$ cat src/rtl/core/aae_pkg.sv
// Shared constants, types and command/status structs of the adaptive arithmetic encoder.
package aae_pkg;

  localparam int unsigned RANGE_TOP   = 65535;
  localparam int unsigned CODE_W      = 16;
  localparam int unsigned WORK_W      = CODE_W + 1;
  localparam int unsigned HALF        = (RANGE_TOP + 1) / 2;
  localparam int unsigned QTR         = (RANGE_TOP + 1) / 4;
  localparam int unsigned Q3          = (3 * (RANGE_TOP + 1)) / 4;
  localparam int unsigned PEND_W      = 7;
  localparam int unsigned PENDING_MAX = 127;
  localparam int unsigned CNT_W       = 14;
  localparam int unsigned TBL_DEPTH   = 258;
  localparam int unsigned TBL_AW      = 9;
  localparam int unsigned EOS_SYM     = 256;
  localparam int unsigned RES_MAX     = 40;
  localparam int unsigned RES_AW      = 6;
  localparam int unsigned PROD_W      = WORK_W + CNT_W;
  localparam int unsigned DIVC_W      = 5;

  typedef enum logic [4:0] {
    S_CLEAR, S_IDLE, S_RD_HI, S_RD_TOT, S_MUL_LO, S_DIV_LO, S_MUL_HI, S_DIV_HI,
    S_SET_HI, S_INC, S_HALVE_INIT, S_HALVE, S_RENORM, S_PEND, S_FIN, S_FPEND,
    S_FLUSH, S_DRD, S_SHOW
  } state_t;

  typedef enum logic [3:0] {
    OP_NONE, OP_CLR, OP_LOAD, OP_RD_HI, OP_RD_TOT, OP_MUL_LO, OP_DIV, OP_MUL_HI,
    OP_SET_HI, OP_INC, OP_HALVE_INIT, OP_HALVE, OP_RENORM, OP_PEND, OP_FIN,
    OP_FLUSH
  } dp_op_t;

  typedef enum logic [1:0] {
    OPX_NONE, OPX_DRD, OPX_SHOW
  } drain_op_t;

  typedef struct packed {
    dp_op_t    op;
    drain_op_t dop;
    logic      out_taken;
  } dp_cmd_t;

  typedef struct packed {
    logic clr_last;
    logic div_done;
    logic sweep_done;
    logic need_halve;
    logic rn_stop;
    logic rn_emit;
    logic pend_nz;
    logic pend_last;
    logic fifo_empty;
    logic drain_last;
    logic eos;
  } dp_sts_t;

endpackage

$ cat src/rtl/core/aae_ctrl.sv
// Sequencer of the encoder: walks each item through read, divide, adapt, renorm and drain.
module aae_ctrl (
  input  logic             clk,
  input  logic             rst_n,
  input  logic             in_valid,
  output logic             in_ready,
  output logic             out_valid,
  input  logic             out_ready,
  input  aae_pkg::dp_sts_t sts,
  output aae_pkg::dp_cmd_t cmd
);

  aae_pkg::state_t state_r, state_nxt;

  always_ff @(posedge clk) begin
    if (!rst_n) begin
      state_r <= aae_pkg::S_CLEAR;
    end else begin
      state_r <= state_nxt;
    end
  end

  always_comb begin
    state_nxt = state_r;
    unique case (state_r)
      aae_pkg::S_CLEAR:      if (sts.clr_last) state_nxt = aae_pkg::S_IDLE;
      aae_pkg::S_IDLE:       if (in_valid) state_nxt = aae_pkg::S_RD_HI;
      aae_pkg::S_RD_HI:      state_nxt = aae_pkg::S_RD_TOT;
      aae_pkg::S_RD_TOT:     state_nxt = aae_pkg::S_MUL_LO;
      aae_pkg::S_MUL_LO:     state_nxt = aae_pkg::S_DIV_LO;
      aae_pkg::S_DIV_LO:     if (sts.div_done) state_nxt = aae_pkg::S_MUL_HI;
      aae_pkg::S_MUL_HI:     state_nxt = aae_pkg::S_DIV_HI;
      aae_pkg::S_DIV_HI:     if (sts.div_done) state_nxt = aae_pkg::S_SET_HI;
      aae_pkg::S_SET_HI: begin
        // the table is rebuilt after end of stream, so adaptation is skipped
        state_nxt = sts.eos ? aae_pkg::S_RENORM : aae_pkg::S_INC;
      end
      aae_pkg::S_INC: begin
        if (sts.sweep_done)
          state_nxt = sts.need_halve ? aae_pkg::S_HALVE_INIT : aae_pkg::S_RENORM;
      end
      aae_pkg::S_HALVE_INIT: state_nxt = aae_pkg::S_HALVE;
      aae_pkg::S_HALVE:      if (sts.sweep_done) state_nxt = aae_pkg::S_RENORM;
      aae_pkg::S_RENORM: begin
        if (sts.rn_stop) begin
          if (sts.eos) state_nxt = aae_pkg::S_FIN;
          else if (sts.fifo_empty) state_nxt = aae_pkg::S_IDLE;
          else state_nxt = aae_pkg::S_DRD;
        end else if (sts.rn_emit && sts.pend_nz) begin
          state_nxt = aae_pkg::S_PEND;
        end
      end
      aae_pkg::S_PEND:       if (sts.pend_last) state_nxt = aae_pkg::S_RENORM;
      aae_pkg::S_FIN:        state_nxt = aae_pkg::S_FPEND;
      aae_pkg::S_FPEND:      if (sts.pend_last) state_nxt = aae_pkg::S_FLUSH;
      aae_pkg::S_FLUSH:      state_nxt = aae_pkg::S_DRD;
      aae_pkg::S_DRD:        state_nxt = aae_pkg::S_SHOW;
      aae_pkg::S_SHOW: begin
        if (out_ready) begin
          if (!sts.drain_last) state_nxt = aae_pkg::S_DRD;
          else state_nxt = sts.eos ? aae_pkg::S_CLEAR : aae_pkg::S_IDLE;
        end
      end
      default:               state_nxt = aae_pkg::S_CLEAR;
    endcase
  end

  always_comb begin
    cmd.op        = aae_pkg::OP_NONE;
    cmd.dop       = aae_pkg::OPX_NONE;
    cmd.out_taken = 1'b0;
    in_ready      = 1'b0;
    out_valid     = 1'b0;
    unique case (state_r)
      aae_pkg::S_CLEAR:      cmd.op = aae_pkg::OP_CLR;
      aae_pkg::S_IDLE: begin
        in_ready = 1'b1;
        if (in_valid) cmd.op = aae_pkg::OP_LOAD;
      end
      aae_pkg::S_RD_HI:      cmd.op = aae_pkg::OP_RD_HI;
      aae_pkg::S_RD_TOT:     cmd.op = aae_pkg::OP_RD_TOT;
      aae_pkg::S_MUL_LO:     cmd.op = aae_pkg::OP_MUL_LO;
      aae_pkg::S_DIV_LO:     cmd.op = aae_pkg::OP_DIV;
      aae_pkg::S_MUL_HI:     cmd.op = aae_pkg::OP_MUL_HI;
      aae_pkg::S_DIV_HI:     cmd.op = aae_pkg::OP_DIV;
      aae_pkg::S_SET_HI:     cmd.op = aae_pkg::OP_SET_HI;
      aae_pkg::S_INC:        cmd.op = aae_pkg::OP_INC;
      aae_pkg::S_HALVE_INIT: cmd.op = aae_pkg::OP_HALVE_INIT;
      aae_pkg::S_HALVE:      cmd.op = aae_pkg::OP_HALVE;
      aae_pkg::S_RENORM:     cmd.op = aae_pkg::OP_RENORM;
      aae_pkg::S_PEND:       cmd.op = aae_pkg::OP_PEND;
      aae_pkg::S_FIN:        cmd.op = aae_pkg::OP_FIN;
      aae_pkg::S_FPEND:      cmd.op = aae_pkg::OP_PEND;
      aae_pkg::S_FLUSH:      cmd.op = aae_pkg::OP_FLUSH;
      aae_pkg::S_DRD:        cmd.dop = aae_pkg::OPX_DRD;
      aae_pkg::S_SHOW: begin
        cmd.dop       = aae_pkg::OPX_SHOW;
        out_valid     = 1'b1;
        cmd.out_taken = out_ready;
      end
      default:               cmd.op = aae_pkg::OP_NONE;
    endcase
  end

endmodule

$ cat config.mk
export PLATFORM = sky130hd
export DESIGN_NAME = aae_ctrl
export DESIGN_NICKNAME = d
export VERILOG_FILES = /design/src/rtl/core/aae_pkg.sv /design/src/rtl/core/aae_ctrl.sv
export SDC_FILE = /design/constraint.sdc
export NUM_CORES = 1
export LEC_CHECK = 0
export ABC_CLOCK_PERIOD_IN_PS = 1400
export BUFFER_PORTS_ARGS = -buffer_cell sky130_fd_sc_hd__buf_2
export CORE_MARGIN = 1
export CORE_UTILIZATION = 32
export DETAILED_ROUTE_END_ITERATION = 10
export HOLD_SLACK_MARGIN = 0.05
export PLACE_DENSITY = 0.58
export SYNTH_ARGS = -nofsm -noshare
export SYNTH_HDL_FRONTEND = slang
export SYNTH_SLANG_ARGS = --single-unit
$ cat constraint.sdc
create_clock -name clk -period 1.4 [get_ports clk]
set_input_delay 0.21 -clock clk [delete_from_list [all_inputs] [get_ports clk]]
set_output_delay 0.21 -clock clk [all_outputs]
set_load 0.03 [all_outputs]
# Yosys cells after proc, flatten, opt, wreduce, memory -nomap -nowiden
# Cells that the tools add are included.
dict set report classes {
  n_eq_ne 28
  muxes 24
  reduce_logical 5
}
# cell n
set op_table {}
lappend op_table {{case mux 5 bit (19 select lines)} 1}
lappend op_table {{two-way mux 5 bit} 14}
lappend op_table {{case mux 4 bit (15 select lines)} 1}
lappend op_table {{== test 5 x 4 -> 1 bit (second input constant)} 8}
lappend op_table {{== test 5 x 3 -> 1 bit (second input constant)} 4}
lappend op_table {{inequality test 2 bit (second input constant)} 9}
lappend op_table {{== test 5 bit (second input constant)} 3}
lappend op_table {{== test 5 x 2 -> 1 bit (second input constant)} 2}
lappend op_table {{AND reduction 10 bit} 1}
lappend op_table {{two-way mux 3 bit} 2}
lappend op_table {{== test 5 x 1 -> 1 bit (second input constant)} 1}
lappend op_table {{logical NOT 5 bit} 1}
lappend op_table {{two-way mux 1 bit} 4}
lappend op_table {{case mux 2 bit (2 select lines)} 1}
lappend op_table {{OR reduction 2 bit} 2}
lappend op_table {{inequality test 3 bit (second input constant)} 1}
lappend op_table {{two-way mux 2 bit} 1}
lappend op_table {{logical AND 1 bit} 1}
dict set report totals {
  register_bits 5
  input_bits 15
  output_inout_bits 9
  elab_cells 58
}

# Depth between registers and ports, before layout
dict set report depth {
  depth_word 4
  ltp_mapped 7
  mapped_depth_nobuf 5
}

# Worst setup path before layout
# OpenSTA, ideal clock, no wires.
dict set report synth_timing {
  path_type {register -> output}
  startpoint {reg state_r[0]}
  endpoint {out in_ready}
  arrival_time_ps 1746
  required_ps 1190
  slack_ps -556
  stages_incl_launch_ff 5
  path_buffers 2
  cell_sequence {dfxtp_1 > buf_6 > clkbuf_1 > nand2_1 > nor4_1}
}
dict set report synth_between {
  elab_chain_len 2
}
# item line
set synth_rtl {}
lappend synth_rtl {{start: declaration} aae_ctrl.sv:13} ;# aae_pkg::state_t state_r, state_nxt;
lappend synth_rtl {{start signal: assignment} aae_ctrl.sv:17} ;# state_r <= aae_pkg::S_CLEAR;
lappend synth_rtl {{start signal: assignment} aae_ctrl.sv:19} ;# state_r <= state_nxt;
lappend synth_rtl {{== test 5 x 1 -> 1 bit} aae_ctrl.sv:74} ;# unique case (state_r)
lappend synth_rtl {{two-way mux 1 bit} aae_ctrl.sv:74}
lappend synth_rtl {{end: declaration} aae_ctrl.sv:6} ;# output logic in_ready,
# Every way passes these cells.

==> results.py <==
metrics = {
    "placement": {
        "hpwl_mm": 1.58,
        "port_buffers": 23,
        "post_dp_cell_area_um2": 963,
        "dp_cells": 152,
        "gp_congestion": 0.854,
    },
    "routing": {
        "dr_wl_met2_mm": 1.44,
        "wl_met3_um": 141,
        "drt_first_pass_iters": 4,
        "routed.top_layer": "met4",
        "wl_per_cell_um": 15.4,
        "ant_nets": 0,
        "vias": 934,
        "wl_met1_um": 995,
        "post-route-drc-count": 0,
        "routed_wl_mm": 2.64,
        "via_per_inst": 5.46,
        "drt_first_iter_violations": 47,
    },
    "setup_path": {
        "cp-end-kind": "primary output",
        "rrSetupSlack_ns": -0.23,
        "cp_slowest_cell": "or3b_4",
        "worstPathRequired_ns": 1.19,
        "cp_num_buf_inv": 1,
        "path_cells": "or3b_4 -> nor2_4 -> and2_4 -> buf_6",
        "path_max_fanout": 6,
        "crit_path_max_incr_delay_ns": 0.45,
        "crit_type": "reg2out",
        "critPathArrivalTime_ns": 1.43,
        "setup.worst_path.start_class": "register",
        "crit_family": "simple AND/OR/NAND/NOR gates",
    },
    "final_layout": {
        "layout.cells.non_filler": 171,
        "final_cell_mix": "buf_4 (27), buf_6 (15), buf_2 (14)",
        "nets": 160,
        "antenna_cells": 0,
        "layout_commonest_cell": "buf_4",
        "largest_reg_flops": 5,
        "drive_above_1_share_pct": 66.7,
        "fin_area_um2": 1320,
        "top_regs": "state_r x5",
        "areaGrowthSynthToFinish_pct": 97.2,
        "regMostFlops": "state_r",
    },
    "sta": {
        "rsz0062_at_grt": "yes",
        "min_period_ns": 1.64,
        "max_slew_margin_pct": 69.3,
        "setup_viol_count_final": 14,
        "tightestPinTransition_ns": 0.457,
        "clock_skew_ns": 0.00233,
        "slew_violations": 0,
        "fmax_mhz": 610,
        "setup_slack_ns": -0.239,
        "final-hold-violation-count": 0,
        "period_share_pct": 117,
    },
    "hold_path": {
        "hold_path.class": "in2reg",
    },
    "outcome": {
        "status": "complete, but fails checks",
        "violations": "negative setup slack",
    },
    "yosys": {
        "synth_seq_cells": 5,
        "yosysSeqAreaShare_pct": 14.9,
        "synth_top_area_share_pct": 14.9,
        "synth_area_leaders": "dfxtp_1 (15%), o21ai_0 (6.7%), nand2_1 (6.2%)",
        "yosysTopAreaCell": "dfxtp_1",
        "syn-num-nets": 105,
        "avgSynthCellArea_um2": 7.45,
        "synth_edf_count": 0,
        "ys.flop_type": "dfxtp_1",
        "syn-cell-area_um2": 671,
        "async_flop_share_pct": 0,
        "yosys_warnings": 0,
        "ys_types": 43,
        "syn-instance-count": 90,
    },
    "clock_tree": {
        "cts-root-buf": "clkbuf_4",
        "clk_pin_slew_ns": 0.05,
        "numCtsBuffers": 3,
        "cts_tree": "built",
        "clockBufferDepth": 2,
        "insertion_delay_ns": 0.24,
        "h-tree-depth": 1,
        "clkSinkCount": 5,
    },
    "die": {
        "io_pins": 24,
        "fp.dieH_um": 47.8,
        "die_area_um2": 2280,
        "die_w_um": 47.8,
        "core_area_um2": 1960,
        "rows": 16,
        "start_util_pct": 34.2,
    },
    "pwr": {
        "max-vdd-ir-drop_mv": 0.615,
        "leakagePower_nw": 0.580,
        "power_switching_mw": 0.556,
        "swShare_pct": 42.2,
        "power.share.clock_pct": 12.6,
        "p_comb_share_pct": 72.1,
        "seqPwrFrac_pct": 15.3,
        "intPower_mw": 0.762,
        "p_per_area_nw_per_um2": 997,
    },
    "grt": {
        "track_usage_pct": 21.3,
        "antenna_found_initial": 0,
        "grt_pass1_vias": 787,
        "grt_max_degree": 10,
        "grt_pass1_wl_mm": 3.41,
        "gr-total-overflow": 0,
    },
    "flow_run": {
        "maxCapViolations": 0,
    },
}
-- Yosys cell counts, types with 2 or more instances --
library cell  instances
a21o_1                2
nand4_1               2
dfxtp_1               5
inv_1                 2
nor2b_1               3
nand3_1               2
o31ai_1               2
nand2_1              11
nor4_1                2
or2_2                 2
nand2b_1              5
mux2_2                3
o21ai_0               9
buf_6                 2
a21oi_1               3
nor2_1                5
clkbuf_1              4
-- per-layer routing --
layer | vias to the layer above | track usage (%)
li1 | 445 | -
met1 | 430 | 26.2
met2 | 49 | 38.4
met3 | 10 | 2.64
met4 | 0 | 6.11
met5 | - | 0
-- stage by stage --
step | hold WS, ns | power, mW | setup slack, ns | TNS, ns | utilization [%]
after global routing | 0.267 | 1.39 | -0.311 | -3.22 | 67.4
final | 0.259 | 1.32 | -0.239 | -2.38 | 67.4
after global placement | 0.521 | 0.782 | -0.212 | -1.10 | 49.1
after detailed placement | 0.509 | 0.789 | -0.276 | -1.39 | 49.1
after CTS | 0.254 | 1.15 | -0.229 | -2.10 | 59.9
after floorplan | 0.335 | 0.605 | -0.120 | -0.545 | -
-- area by class of cell --
class                           count  area [um^2]
Multi-Input combinational cell     75          659
Clock buffer                        4         26.3
Timing Repair Buffer               58          472
Inverter                            2         15.0
Fill cell                         168          639
Sequential cell                     5          116
Tap cell                           27         33.8
-- worst reg2reg max path: cells and delay by family, from the launching register on --
| family | cells | cell delay [ns] |
|---|---|---|
| compound gates | 3 | 0.47 |
| flops | 1 | 0.37 |
| mux | 1 | 0.21 |
| simple gates | 1 | 0.48 |
-- logic make-up (layout without fill, tap and decap cells) --
group	count (synthesis)	in the layout	synth area share [%]
simple gates	42	42	39.4
compound gates	28	28	29.3
mux	4	4	6.53
buf+inv	10	64	8.58
flops	5	5	14.9
xor+xnor	1	1	1.31
-- worst paths after layout --
check / startpoint / cells after the start / to
hold reg to reg: state_r[3] / 3 / state_r[3]
setup reg to reg: state_r[2] / 5 / state_r[1]
hold / removal: rst_n / 2 / state_r[1]
setup / recovery: state_r[2] / 4 / cmd[0]
-- power by group through the flow --
| stage | Combinational, mW | Sequential (mW) | Clock (mW) |
|---|---|---|---|
| floorplan | 0.424 | 0.181 | 0 |
| global placement | 0.589 | 0.194 | 0 |
| detailed placement | 0.597 | 0.193 | 0 |
| CTS | 0.782 | 0.199 | 0.171 |
| global route | 0.997 | 0.203 | 0.187 |
| finish | 0.950 | 0.202 | 0.166 |
-- timing repair --
| action | 4_1_cts | 5_1_grt |
|---|---|---|
| pin swaps | 7 | 6 |
| hold buffers | 0 | 0 |
| resized for setup | 39 | 27 |
| buffers inserted | 8 | 7 |
| endpoints found under the setup margin | 14 | 14 |
No activity file was read; power rests on OpenSTA's default activity.
